$ cat src/rtl/lsf_pkg.sv
// Shared types, codes and constants of the line substring filter.
// No dependencies; every other file of the block imports this package.
package lsf_pkg;

  localparam int MAX_LINE_DEF    = 1024;
  localparam int MAX_PATTERN_DEF = 16;
  localparam int WIN             = 16;
  localparam int LEN_W           = 11;
  localparam int PAT_LEN_W       = 5;
  localparam int CFG_W           = 64;
  localparam int CFG_IDX_W       = 2;

  localparam logic [7:0] NEWLINE = 8'h0A;
  localparam logic [7:0] NUL     = 8'h00;

  typedef enum logic [CFG_IDX_W-1:0] {
    REG_PATTERN_LOW    = 2'd0,
    REG_PATTERN_HIGH   = 2'd1,
    REG_PATTERN_LENGTH = 2'd2
  } cfg_reg_t;

  typedef enum logic {
    CMD_DATA = 1'b0,
    CMD_EOS  = 1'b1
  } cmd_t;

  typedef struct packed {
    cmd_t       cmd;
    logic [7:0] data_byte;
  } in_item_t;

  typedef struct packed {
    logic             line_matched;
    logic [LEN_W-1:0] line_length;
    logic             append_newline;
  } out_item_t;

  typedef struct packed {
    logic [WIN-1:0][7:0]  bytes;
    logic [PAT_LEN_W-1:0] eff_len;
  } pat_cfg_t;

  typedef struct packed {
    logic      valid;
    out_item_t item;
  } result_t;

endpackage

$ cat src/rtl/lsf_in_if.sv
// Input byte channel of the line substring filter: valid, ready and payload.
// Depends on lsf_pkg for the payload type.
interface lsf_in_if;
  import lsf_pkg::*;

  logic     valid;
  logic     ready;
  in_item_t data;

  modport source (output valid, output data, input ready);
  modport sink (input valid, input data, output ready);
endinterface

$ cat src/rtl/lsf_out_if.sv
// Result channel of the line substring filter: valid, ready and payload.
// Depends on lsf_pkg for the payload type.
interface lsf_out_if;
  import lsf_pkg::*;

  logic      valid;
  logic      ready;
  out_item_t data;

  modport source (output valid, output data, input ready);
  modport sink (input valid, input data, output ready);
endinterface

$ cat src/rtl/line_substring_filter.sv
// Top level of the line substring filter: pattern registers, line state and
// result register. Depends on lsf_pkg, lsf_in_if, lsf_out_if and submodules.
//
//   channel       direction  payload
//   byte_chan     in         cmd, data_byte
//   result_chan   out        line_matched, line_length, append_newline
//   wr_*          in         pattern_low, pattern_high, pattern_length
//
// One byte is taken per cycle unless stalled; a result appears in the cycle
// after the transfer of the newline or end-of-stream item that closes a line.
// The window compare and the line state update sit between the line state
// registers and the result register, so no item waits on another.
// A byte is refused only while a result is held and the sink is not ready.
// Reset clears the pattern registers, the line state and the result valid.
module line_substring_filter #(
  parameter int MAX_LINE    = lsf_pkg::MAX_LINE_DEF,
  parameter int MAX_PATTERN = lsf_pkg::MAX_PATTERN_DEF
) (
  input  logic                          clk,
  input  logic                          rst,
  lsf_in_if.sink                        byte_chan,
  lsf_out_if.source                     result_chan,
  input  logic                          wr_en,
  input  logic [lsf_pkg::CFG_IDX_W-1:0] wr_index,
  input  logic [lsf_pkg::CFG_W-1:0]     wr_data
);
  import lsf_pkg::*;

  pat_cfg_t pat;
  result_t  res;
  logic     can_take;
  logic     accept;

  assign byte_chan.ready = can_take;
  assign accept          = byte_chan.valid && can_take;

  lsf_cfg #(
    .MAX_PATTERN(MAX_PATTERN)
  ) u_cfg (
    .clk     (clk),
    .rst     (rst),
    .wr_en   (wr_en),
    .wr_index(wr_index),
    .wr_data (wr_data),
    .pat     (pat)
  );

  lsf_scan #(
    .MAX_LINE(MAX_LINE)
  ) u_scan (
    .clk   (clk),
    .rst   (rst),
    .accept(accept),
    .item  (byte_chan.data),
    .pat   (pat),
    .res   (res)
  );

  lsf_out_reg u_out (
    .clk     (clk),
    .rst     (rst),
    .load    (accept),
    .res     (res),
    .can_take(can_take),
    .tx      (result_chan)
  );

endmodule

$ cat src/rtl/lsf_cfg.sv
// Pattern registers and the effective pattern length derived from them.
// Depends on lsf_pkg.
module lsf_cfg #(
  parameter int MAX_PATTERN = lsf_pkg::MAX_PATTERN_DEF
) (
  input  logic                            clk,
  input  logic                            rst,
  input  logic                            wr_en,
  input  logic [lsf_pkg::CFG_IDX_W-1:0]   wr_index,
  input  logic [lsf_pkg::CFG_W-1:0]       wr_data,
  output lsf_pkg::pat_cfg_t               pat
);
  import lsf_pkg::*;

  logic [CFG_W-1:0]     pattern_low;
  logic [CFG_W-1:0]     pattern_high;
  logic [PAT_LEN_W-1:0] pattern_length;
  logic [PAT_LEN_W-1:0] capped_len;
  logic [PAT_LEN_W-1:0] eff_len;
  logic [WIN-1:0][7:0]  bytes;

  always_ff @(posedge clk) begin
    if (rst) begin
      pattern_low    <= '0;
      pattern_high   <= '0;
      pattern_length <= '0;
    end else if (wr_en) begin
      case (cfg_reg_t'(wr_index))
        REG_PATTERN_LOW:    pattern_low    <= wr_data;
        REG_PATTERN_HIGH:   pattern_high   <= wr_data;
        REG_PATTERN_LENGTH: pattern_length <= wr_data[PAT_LEN_W-1:0];
        default: ;
      endcase
    end
  end

  // The pattern ends at its first NUL byte within the capped length.
  always_comb begin
    bytes      = {pattern_high, pattern_low};
    capped_len = (pattern_length > PAT_LEN_W'(MAX_PATTERN)) ?
                 PAT_LEN_W'(MAX_PATTERN) : pattern_length;
    eff_len    = capped_len;
    for (int k = WIN - 1; k >= 0; k--) begin
      if ((PAT_LEN_W'(k) < capped_len) && (bytes[k] == NUL)) begin
        eff_len = PAT_LEN_W'(k);
      end
    end
    pat.bytes   = bytes;
    pat.eff_len = eff_len;
  end

endmodule

$ cat src/rtl/lsf_scan.sv
// Per-line state: the window of recent stored bytes, the stored count and the
// match, NUL and newline flags; forms the result of a line. Depends on lsf_pkg.
module lsf_scan #(
  parameter int MAX_LINE = lsf_pkg::MAX_LINE_DEF
) (
  input  logic              clk,
  input  logic              rst,
  input  logic              accept,
  input  lsf_pkg::in_item_t item,
  input  lsf_pkg::pat_cfg_t pat,
  output lsf_pkg::result_t  res
);
  import lsf_pkg::*;

  localparam int CW = $clog2(MAX_LINE + 1);

  logic [WIN-1:0][7:0]   win;
  logic [CW-1:0]         count;
  logic                  match_seen;
  logic                  nul_seen;
  logic                  last_was_newline;

  logic [WIN-1:0][7:0]   win_next;
  logic [CW-1:0]         count_next;
  logic                  match_seen_next;
  logic                  nul_seen_next;
  logic                  last_was_newline_next;

  logic [WIN-1:0][7:0]   win_shift;
  logic [WIN:0]          hit;
  logic                  is_eos;
  logic                  is_newline;
  logic                  line_done;
  logic [CW+LEN_W-1:0]   count_wide;

  always_comb begin
    is_eos     = (item.cmd == CMD_EOS);
    is_newline = !is_eos && (item.data_byte == NEWLINE);
    line_done  = is_eos || is_newline;
    win_shift  = {item.data_byte, win[WIN-1:1]};

    // A hit for each pattern length, the newest bytes against the pattern.
    hit = '0;
    for (int l = 1; l <= WIN; l++) begin
      hit[l] = 1'b1;
      for (int k = 0; k < l; k++) begin
        if (win_shift[WIN-l+k] != pat.bytes[k]) begin
          hit[l] = 1'b0;
        end
      end
    end

    win_next              = win;
    count_next            = count;
    match_seen_next       = match_seen;
    nul_seen_next         = nul_seen;
    last_was_newline_next = last_was_newline;
    if (!is_eos && (count < CW'(MAX_LINE))) begin
      count_next            = count + CW'(1);
      last_was_newline_next = (item.data_byte == NEWLINE);
      if (item.data_byte == NUL) begin
        nul_seen_next = 1'b1;
      end else if (!nul_seen) begin
        win_next = win_shift;
        if (hit[pat.eff_len]) begin
          match_seen_next = 1'b1;
        end
      end
    end

    count_wide              = {{LEN_W{1'b0}}, count_next};
    res.valid               = is_eos ? (count != '0) : is_newline;
    res.item.line_matched   = (pat.eff_len == '0) || match_seen_next;
    res.item.line_length    = count_wide[LEN_W-1:0];
    res.item.append_newline = !last_was_newline_next;
  end

  always_ff @(posedge clk) begin
    if (rst) begin
      win              <= '0;
      count            <= '0;
      match_seen       <= 1'b0;
      nul_seen         <= 1'b0;
      last_was_newline <= 1'b0;
    end else if (accept) begin
      if (line_done) begin
        win              <= '0;
        count            <= '0;
        match_seen       <= 1'b0;
        nul_seen         <= 1'b0;
        last_was_newline <= 1'b0;
      end else begin
        win              <= win_next;
        count            <= count_next;
        match_seen       <= match_seen_next;
        nul_seen         <= nul_seen_next;
        last_was_newline <= last_was_newline_next;
      end
    end
  end

endmodule

$ cat src/rtl/lsf_out_reg.sv
// Result register between the line state and the result channel.
// Depends on lsf_pkg and lsf_out_if.
module lsf_out_reg (
  input  logic             clk,
  input  logic             rst,
  input  logic             load,
  input  lsf_pkg::result_t res,
  output logic             can_take,
  lsf_out_if.source        tx
);
  import lsf_pkg::*;

  logic      valid;
  out_item_t item;

  always_ff @(posedge clk) begin
    if (rst) begin
      valid <= 1'b0;
    end else if (load && res.valid) begin
      valid <= 1'b1;
    end else if (tx.ready) begin
      valid <= 1'b0;
    end
  end

  always_ff @(posedge clk) begin
    if (load && res.valid) begin
      item <= res.item;
    end
  end

  assign can_take = !valid || tx.ready;
  assign tx.valid = valid;
  assign tx.data  = item;

endmodule

$ cat src/flat_wrapper.sv
// flat-port wrapper written by rule: the top's interface ports become plain ports
module line_substring_filter_flat import lsf_pkg::*;
#(
  parameter int MAX_LINE    = lsf_pkg::MAX_LINE_DEF,
  parameter int MAX_PATTERN = lsf_pkg::MAX_PATTERN_DEF
)
  (clk, rst, wr_en, wr_index, wr_data, byte_chan_valid, byte_chan_data, byte_chan_ready, result_chan_valid, result_chan_data, result_chan_ready);
  lsf_in_if byte_chan_i ();
  lsf_out_if result_chan_i ();
  input  logic clk;
  input  logic rst;
  input  logic wr_en;
  input  logic [lsf_pkg::CFG_IDX_W-1:0] wr_index;
  input  logic [lsf_pkg::CFG_W-1:0] wr_data;
  input wire logic [$bits(byte_chan_i.valid)-1:0] byte_chan_valid;
  input wire logic [$bits(byte_chan_i.data)-1:0] byte_chan_data;
  output wire logic [$bits(byte_chan_i.ready)-1:0] byte_chan_ready;
  output wire logic [$bits(result_chan_i.valid)-1:0] result_chan_valid;
  output wire logic [$bits(result_chan_i.data)-1:0] result_chan_data;
  input wire logic [$bits(result_chan_i.ready)-1:0] result_chan_ready;
  assign byte_chan_i.valid = byte_chan_valid;
  assign byte_chan_i.data = byte_chan_data;
  assign byte_chan_ready = byte_chan_i.ready;
  assign result_chan_valid = result_chan_i.valid;
  assign result_chan_data = result_chan_i.data;
  assign result_chan_i.ready = result_chan_ready;
  line_substring_filter #(.MAX_LINE(MAX_LINE), .MAX_PATTERN(MAX_PATTERN)) u_core (.clk(clk), .rst(rst), .byte_chan(byte_chan_i), .result_chan(result_chan_i), .wr_en(wr_en), .wr_index(wr_index), .wr_data(wr_data));
endmodule
$ cat config.mk
export PLATFORM = sky130hd
export DESIGN_NAME = line_substring_filter_flat
export DESIGN_NICKNAME = d
export VERILOG_FILES = /design/src/rtl/lsf_pkg.sv /design/src/rtl/lsf_in_if.sv /design/src/rtl/lsf_out_if.sv /design/src/rtl/line_substring_filter.sv /design/src/rtl/lsf_cfg.sv /design/src/rtl/lsf_scan.sv /design/src/rtl/lsf_out_reg.sv /design/src/flat_wrapper.sv
export SDC_FILE = /design/constraint.sdc
export NUM_CORES = 1
export LEC_CHECK = 0
export ABC_AREA = 0
export BUFFER_PORTS_ARGS = -buffer_cell sky130_fd_sc_hd__buf_2
export CAP_MARGIN = 20
export CORE_UTILIZATION = 39
export CTS_BUF_LIST = sky130_fd_sc_hd__clkbuf_16
export CTS_CLUSTER_DIAMETER = 120
export DETAILED_ROUTE_END_ITERATION = 10
export RECOVER_POWER = 100
export SYNTH_ARGS = -nofsm -noshare
export SYNTH_HDL_FRONTEND = slang
export SYNTH_SLANG_ARGS = --single-unit
$ cat constraint.sdc
create_clock -name clk -period 3.8 [get_ports clk]
set_input_delay 0.76 -clock clk [delete_from_list [all_inputs] [get_ports clk]]
set_output_delay 0.76 -clock clk [all_outputs]
set_load 0.005 [all_outputs]
Word level (Yosys, flattened, before mapping)
Cells that the tools add are included.

operators by class
  equal/unequal tests = 141
  shifts and indexed selects = 0
  reductions and logical operators = 54
  bitwise operators = 0
  $mul = 0
  $add $sub $neg = 1
  muxes and demuxes = 174
  divide/modulo/power cells = 0
  magnitude comparators = 19

operators by type and width
  cell                                                                           number
  8-bit inequality test                                                          136
  128-bit two-way mux                                                            4
  1-bit two-way mux                                                              150
  8-bit logical NOT                                                              17
  5-bit two-way mux                                                              17
  4-bit by 5-bit less-than comparator with 1-bit output (first input constant)   8
  11-bit two-way mux                                                             2
  1-bit logical AND                                                              20
  3-bit by 5-bit less-than comparator with 1-bit output (first input constant)   4
  11-bit by 1-bit adder with 11-bit output (second input constant)               1
  11-bit less-than comparator (second input constant)                            1
  11-bit nonzero test                                                            1
  1-bit by 5-bit less-than comparator with 1-bit output (first input constant)   2
  2-bit by 5-bit less-than comparator with 1-bit output (first input constant)   2
  8-bit by 4-bit equality test with 1-bit output (second input constant)         1
  5-bit by 6-bit less-than comparator with 1-bit output (second input constant)  1
  2-bit AND reduction                                                            3
  2-bit nonzero test                                                             3
  1-bit binary-select mux with 5-bit select                                      1
  5-bit > comparator (second input constant)                                     1
  5-bit logical NOT                                                              1
  4-bit AND reduction                                                            1
  1-bit logical NOT                                                              3
  1-bit logical OR                                                               3
  other kinds (6)                                                                6

storage, ports and cells
  memory bits (writable) = 0
  memory bits (read-only) = 0
  output and inout port bits = 15
  latch bits = 0
  input port bits = 80
  flip-flop bits (word level) = 281
  memories = 0
  word-level logic and storage cells = 415

Depth between registers and ports, before layout
Gate-level depths: netlist (run 1).

  depth after elaboration = 27
  depth in mapped cells = 12
  mapped depth without buffers = 10

Modules after synthesis
Synthesis (run 1) repeated with hierarchy kept, for this count alone.

unflattened totals
  cells, all modules = 3145
  area total of the unflattened synthesis = 23871.6 um2

by module, submodules not included
  module                 area an instance (um2)  sequential area each (um2)  instances  cells each
  lsf_scan               18153.7                 2682.6                      1          2441
  lsf_cfg                5271.3                  2662.6                      1          685
  lsf_out_reg            440.4                   410.4                       1          18
  line_substring_filter  6.3                     0.0                         1          1

Worst setup path before layout (run 1)
OpenSTA, ideal clock, no wires.

  kind = input to register
  from = in byte_chan_data[4]
  to = reg u_core.u_scan.win[10] (netlist bit)
  setup slack = 0.825 ns
  library setup time = 0.128 ns
  buffers on the path = 4
  arrival = 2.848 ns
  required time = 3.672 ns
  cell stages on the path = 11
  cells stage by stage = buf_2 > or4_1 > nor3_1 > and3_1 > nor2_1 > and3_1 > clkbuf_1 > clkbuf_1 > buf_2 > a22oi_1 > nor2_1

between the ends
  cells in the longest elaborated chain, start to end = 5
  elaborated cells on any way between the ends = 9
  classes of those cells = 3 x eq/ne; 1 x mux; 5 x reduce/logical

ends and longest elaborated chain
  item                                                                  RTL line            source
  start: declaration                                                    flat_wrapper.sv:16  input wire logic [$bits(byte_chan_i.data)-1:0] byte_chan_data;
  8-bit by 4-bit equality test with 1-bit output                        lsf_scan.sv:38      is_newline = !is_eos && (item.data_byte == NEWLINE);
  1-bit logical AND                                                     lsf_scan.sv:38
  1-bit logical OR                                                      lsf_scan.sv:39      line_done = is_eos || is_newline;
  2-bit inequality test (no source line), or another cell as far along  n/a
  4-bit AND reduction (no source line)                                  n/a
  end signal: assignment                                                lsf_scan.sv:93      win <= win_next;
  end: declaration                                                      lsf_scan.sv:17      logic [WIN-1:0][7:0] win;

Parallel ways exist; a longest one is shown, timed or not.
A chain may end at the register's enable or synchronous reset.

Final worst setup path (run 1)
  from = reg u_core.u_cfg.pattern_low[17]
  to = reg u_core.u_scan.match_seen

between the ends
  cells in the longest elaborated chain, start to end = 22
  elaborated cells on any way between the ends = 131
  classes of those cells = 14 x eq/ne; 115 x mux; 2 x reduce/logical

ends and longest elaborated chain
  item                                           RTL line        source
  start: declaration                             lsf_cfg.sv:15   logic [CFG_W-1:0] pattern_low;
  start signal: assignment                       lsf_cfg.sv:29   REG_PATTERN_LOW: pattern_low <= wr_data;
  8-bit inequality test                          lsf_scan.sv:47  if (win_shift[WIN-l+k] != pat.bytes[k]) begin
  1-bit two-way mux (14 in a row)                lsf_scan.sv:47
  1-bit binary-select mux with 5-bit select (*)  lsf_scan.sv:65  if (hit[pat.eff_len]) begin
  1-bit two-way mux (implied by the code) (*)    lsf_scan.sv:65
  1-bit two-way mux (*)                          lsf_scan.sv:65
  1-bit two-way mux (*)                          lsf_scan.sv:63  end else if (!nul_seen) begin
  1-bit two-way mux (*)                          lsf_scan.sv:61  if (item.data_byte == NUL) begin
  1-bit two-way mux (*)                          lsf_scan.sv:58  if (!is_eos && (count < CW'(MAX_LINE))) begin
  1-bit two-way mux (*)                          lsf_scan.sv:86  if (line_done) begin
  end signal: assignment                         lsf_scan.sv:95  match_seen <= match_seen_next;
  end: declaration                               lsf_scan.sv:19  logic match_seen;

Mark *: on every way between the ends. The rest lies on a longest branch, timed or not. The select of a mux whose other input is x is not followed.

==> flow_summary.toml, run 1 <==
[outcome]
status = "finished, violations left"
violations = "max-capacitance violations, max-slew violations, negative setup slack"

[pwr]
p_switching_mw = 3.03
p_int_mw = 5.83
seq_power_share_pct = 35.8
worst_ir_drop_vdd_mv = 0.339
leakagePower_nw = 12.1
combPwrFrac_pct = 23.9
powerDensity_nw_per_um2 = 314
clockPowerShare_pct = 40.3
swShare_pct = 34.2

[global_routing]
grt_pass1_vias = 24400
grt_util_met3_pct = 24.1
grt-busiest-layer = "met2"
grtUsageMet2_pct = 67.3
antenna_found_initial = 9
grt_use_total_pct = 50.3
use_met1_pct = 59.8
grt_max_degree = 99
grt_pass1_wl_mm = 212
gr-total-overflow = 0

[clock_tree]
clkLatencyLatePin_ns = 0.63
cts_tree = "built"
numCtsBuffers = 36
cts-root-buf = "clkbuf_16"
clockBufferDepth = 3
htree_levels = 2
path_clk_slew_ns = 0.06
postCtsHoldBufs = 0
cts_sinks = 281

[timing]
fin_skew_ns = 0.0274
relSlewSlack_pct = -54.5
report.final.hold_viol_count = 0
final.period_utilization_pct = 103
period_needed_ns = 3.93
tightest_slew_ns = 2.32
setup-violations-final = 6
rsz0062_at_grt = "false"
setup_ws_ns = -0.127
finalMaxSlewViolations = 131
final.setup.tns_ns = -0.306
max_freq_mhz = 255

[cells_and_area]
multi_input_area_sq_um = 16400
final_area_sq_um = 28200
area_delta_synth_final_pct = 18.5
fin_nets = 3250
drive_gt1_share_pct = 17.6
ff_latch_area_sq_um = 5760
fillers = 6148

[detailed_routing]
firstDrtPassIters = 9
via_per_inst = 6.55
drt_wl_total_mm = 159
detail-route-antenna-nets = 0
wire_per_inst_microns = 40.0
drtIter0Drc = 4250
drc = 0
vias = 26100

[synth]
ys.flop_type = "dfxtp_1"
synthCells = 3048
netlist_area_sq_um = 23800
synth_cell_types = 73
synth-edff-count = 13
ys_ff_latch = 281
synthArstFlopShare_pct = 0
avgSynthCellArea_sq_um = 7.81
yosys_warnings = 0
yosysSeqAreaShare_pct = 24.2
syn-num-nets = 3130

[place]
gp_congestion = 1.16
pre_cts_ws_ns = 0.00916
placed_area_sq_um = 27100
hpwl_mm = 115
portBuffers = 94

[setup_path]
crit_required_ns = 4.33
critPathLaunchType = "register"
crit_arrival_ns = 4.46
critical_path_class = "reg2reg"
critical_path.endpoint_type = "register"
cp_max_fo = 12
reg2reg_slack_ns = -0.13

[floorplan]
die_h_microns = 249
core-area_sq_um = 60400
die_w_microns = 249
io_pins = 95
start_util_pct = 39.5
die_area_sq_um = 62100
fp-row-count = 90

[flow_run]
maxCapViolCount = 2

[min_path]
hp-class = "in2reg"
[power groups by stage]
stage	Sequential [mW]	Clock [mW]	Combinational, mW
final	3.18	3.57	2.12
after global routing	3.17	3.68	2.17
after CTS	3.16	3.57	2.00
after detailed placement	3.23	0	1.99
after global placement	3.23	0	2.00
after floorplan	3.11	0	1.16
[per-stage QoR]
stage	hold WS [ns]	instances	power [mW]	utilization [%]
final	0.377	3980	8.87	46.8
after floorplan	0.449	3048	4.27	-
after CTS	0.406	3973	8.72	46.8
after global routing	0.396	3975	9.02	46.8
after detailed placement	0.449	3910	5.22	44.8
after global placement	0.444	3910	5.23	44.8
[flip-flops by register name (all words and copies together), names as in the netlist]
signal,count
u_core.u_scan.win,120
u_core.u_cfg.pattern_high,64
u_core.u_cfg.pattern_low,64
u_core.u_out.tx.data,13
u_core.u_scan.count,11
u_core.u_cfg.pattern_length,5
u_core.u_out.tx.valid,1
u_core.u_scan.last_was_newline,1
u_core.u_scan.match_seen,1
u_core.u_scan.nul_seen,1
[Yosys cell counts (6+ instances only)]
cell        n  area (sq um)
nor2_1    157           589
clkbuf_1  274          1030
nand2b_1    6          37.5
a21oi_1   145           726
a22o_1     11          96.3
nand3_1    21           105
xnor2_1   609          5330
edfxtp_1   13           390
mux2i_1    11           110
buf_1      96           360
nand2_1   277          1040
nand4_1   187          1170
dfxtp_1   268          5370
a22oi_1   121           908
buf_2      37           185
inv_1      38           143
xor2_1    453          3970
or4_1      10          75.1
o22ai_1    15          93.8
nor4_1    185          1160
nor3_1     13          65.1
[placed cells by master (no fill, tap or decap), drive strengths merged, types with 13 or more instances in the layout]
cell type  Yosys  final
a21oi        147    147
a22oi        121    121
buf          136    477
clkbuf       274     51
dfxtp        268    268
edfxtp        13     13
inv           38     49
nand2        278    278
nand3         21     21
nand4        187    187
nor2         157    157
nor3          13     13
nor4         187    187
o22ai         15     15
xnor2        609    609
xor2         453    453
[worst max-delay path, stage by stage, from the launching register on]
cell	delay [ns]
dfxtp_1	0.70
buf_12	0.30
xnor2_1	0.14
o221ai_1	0.13
nor4_1	0.90
nand4_1	0.34
nor4_1	0.45
buf_4	0.19
a211oi_2	0.06
a21oi_1	0.16
a41oi_2	0.14
buf_4	0.16
nor3_1	0.15
[path summary, 6_finish.rpt]
kind / endpoint / startpoint / cells past startpoint
hold reg to reg: u_core.u_cfg.pattern_low[61] / u_core.u_cfg.pattern_low[61] / 2
hold / removal: u_core.u_cfg.pattern_low[13] / wr_data[13] / 3
setup / recovery: u_core.u_scan.match_seen / u_core.u_cfg.pattern_low[17] / 12
setup reg to reg: u_core.u_scan.match_seen / u_core.u_cfg.pattern_low[17] / 12
[layer usage]
layer	wire, microns	vias to the layer above
li1	-	10500
met1	58600	12400
met2	60100	2277
met3	23200	904
met4	17100	10
met5	142	-
[area by class of cell]
cell class                      count  area share, %
Multi-Input combinational cell   2319           57.9
Sequential cell                   281           20.4
Timing Repair Buffer              492           13.5
Tap cell                          782           3.47
Clock buffer                       36           3.19
Clock inverter                     27          0.966
Inverter                           38          0.505
Antenna cell                        5         0.0443
[logic make-up (layout without fill, tap and decap cells)]
| kind of cell | Yosys count | in the layout | synth area share [%] |
|---|---|---|---|
| flip-flops | 281 | 281 | 24.2 |
| multiplexers | 11 | 11 | 0.462 |
| AO/OA/AOI/OAI | 349 | 349 | 9.83 |
| AND/OR/NAND/NOR | 895 | 895 | 19.1 |
| other | 0 | 5 | 0 |
| buffers and inverters | 448 | 593 | 7.32 |
| adder cells (fa/ha/maj) | 2 | 2 | 0.105 |
| XOR/XNOR | 1062 | 1062 | 39.1 |
[what timing repair did]
item                       in CTS  in global routing
resized for setup               1                  3
cloned                          0                  0
setup endpoints to repair       1                  2
pin swaps                       0                  0
buffers inserted                0                  0
No activity file was read; power rests on OpenSTA's default activity.
==> inputs of run 2 (changes only) <==
- RECOVER_POWER: 100 -> default
==> run 2 against run 1 <==
Effect of this change: the run ends with negative setup slack left; combinational power about the same; sequential power hardly changed; final area rose by 0.29%; die area is the same; worst setup slack lost 0.13 ns; sequential share of layout area decreased by 0.060 points; non-clock buffer count unchanged; via count is 0.35% higher; wire length is essentially flat; register-to-register slack worse by 0.13 ns; fmax shrank 3.2%; global-route usage did not move; highest routed layer unchanged.
==> flow_summary.toml, run 2 (same netlist as run 1, synthesis figures left out) <==
[outcome]
status = "finished, violations left"
violations = "negative setup slack"

[detailed_routing]
wire_per_inst_microns = 39.9
firstDrtPassIters = 8
drt_wl_total_mm = 159
via_per_inst = 6.57
vias = 26200
drc = 0
drtIter0Drc = 4291
detail-route-antenna-nets = 0

[cells_and_area]
fillers = 6127
max_flop_register = "u_core.u_scan.win"
layout_common_cells = "xnor2_1 (608), xor2_1 (453), buf_4 (365)"
fin_cells = 3982
area_delta_synth_final_pct = 18.9
fin_nets = 3250
multi_input_area_sq_um = 16400
reg_top3 = "u_core.u_scan.win: 120 flops, u_core.u_cfg.pattern_high: 64 flops, u_core.u_cfg.pattern_low: 64 flops"
largest_reg_flops = 120
final_common_cell = "xnor2_1"
drive_gt1_share_pct = 18.1
ff_latch_area_sq_um = 5760

[setup_path]
critical_path.endpoint_type = "register"
critPathLaunchType = "register"
crit_required_ns = 4.33
critical_path_class = "reg2reg"
slowest_delay_ns = 0.86
cp_common_cell = "buf_4"
slowest_stage = "nor4_1"
crit_arrival_ns = 4.58
crit_chain = "buf_4, xnor2_1, nand4_1, nor4_1, nand4_1, nor4_1, buf_4, a211oi_2, a21oi_1, a41oi_2, buf_4, nor3_1"
cp_max_fo = 7

[floorplan]
die_area_sq_um = 62100
fp-row-count = 90
die_w_microns = 249
core-area_sq_um = 60400
start_util_pct = 39.5
io_pins = 95
die_h_microns = 249

[global_routing]
grt_pass1_wl_mm = 212
grt_pass1_vias = 24400
grt_use_total_pct = 50.3
gr-total-overflow = 0
grt_max_degree = 99
antenna_found_initial = 9

[clock_tree]
cts-root-buf = "clkbuf_16"
clkLatencyLatePin_ns = 0.62
postCtsHoldBufs = 0
clockBufferDepth = 3
htree_levels = 2
cts_setup_buffers = 0
numCtsBuffers = 36
path_clk_slew_ns = 0.06
cts_tree = "built"
cts_sinks = 281

[timing]
relSlewSlack_pct = 13.3
period_needed_ns = 4.06
final.period_utilization_pct = 107
max_freq_mhz = 247
rsz0062_at_grt = "false"
tightest_slew_ns = 1.29
finalMaxSlewViolations = 0
fin_skew_ns = 0.0290
setup_ws_ns = -0.257
setup-violations-final = 2
report.final.hold_viol_count = 0

[place]
portBuffers = 94
gp_congestion = 1.16
dpl.cell_count = 3910
hpwl_mm = 115

[pwr]
leakagePower_nw = 12.2
power_mw = 8.87
powerDensity_nw_per_um2 = 313
worst_ir_drop_vdd_mv = 0.340

[flow_run]
maxCapViolCount = 0

[min_path]
hp-class = "in2reg"
[run 2: changes by cell type in the layout (fill, tap and decap cells not counted)]
cell      before  now
and3_1         5    4
and3_4         0    1
buf_1          1    0
buf_12        29   31
buf_2         88   93
buf_4        357  365
clkbuf_1      12    0
clkbuf_2       2    0
clkbuf_4       1    0
clkbuf_8       0    1
diode_2        5    7
o21ai_0        6    5
o21ai_1        3    4
[run 2: per-layer routing]
layer	track usage, %	vias to the layer above	part of all wire, %
li1	-	10400	-
met1	59.8	12400	37
met2	67.3	2376	38
met3	24.1	912	15
met4	42.2	4	11
met5	0.0772	-	0.018
[run 2: report_power, final]
group | internal (mW) | switching [mW]
clock | 2.02 | 1.55
combinational | 0.793 | 1.34
sequential | 3.03 | 0.149
[run 2: critical path, delay by kind of cell, from the launching register on]
kind                   cells  cell delay, ns
AO/OA/AOI/OAI              3            0.36
XOR/XNOR                   1            0.24
flip-flops                 1            0.77
buffers and inverters      3            0.59
AND/OR/NAND/NOR            5            1.97
[run 2: area by class of cell]
| cell class | count | area share (%) |
|---|---|---|
| inverter | 38 | 0.504 |
| clock inverter | 27 | 0.963 |
| antenna | 7 | 0.0619 |
| clock buffer | 36 | 3.18 |
| tap | 782 | 3.46 |
| multi-input combinational | 2319 | 57.8 |
| timing repair buffer | 492 | 13.7 |
| sequential | 281 | 20.3 |
[run 2: stage by stage]
stage	hold slack, ns	setup TNS [ns]	util (%)	setup slack, ns	instance area (sq um)
floorplan	0.449	0	-	0.825	23800
global placement	0.444	-0.0461	44.8	-0.0461	27100
detailed placement	0.449	0	44.8	0.00916	27100
CTS	0.406	0	46.8	0.119	28200
global route	0.396	0	46.9	0.00934	28300
finish	0.384	-0.417	46.9	-0.257	28300
[run 2: path summary, 6_finish.rpt]
| kind | depth (start not counted) | slack [ns] | start | end |
|---|---|---|---|---|
| hold reg to reg | 2 | 0.46 | u_core.u_cfg.pattern_low[61] | u_core.u_cfg.pattern_low[61] |
| setup / recovery | 12 | -0.26 | u_core.u_cfg.pattern_high[22] | u_core.u_scan.match_seen |
| hold / removal | 3 | 0.38 | wr_data[13] | u_core.u_cfg.pattern_low[13] |
| setup reg to reg | 12 | -0.26 | u_core.u_cfg.pattern_high[22] | u_core.u_scan.match_seen |
[run 2: what timing repair did]
action / in CTS / in global routing
gates cloned: 0 / 0
setup endpoints to repair: 1 / 2
gates resized for setup: 1 / 3
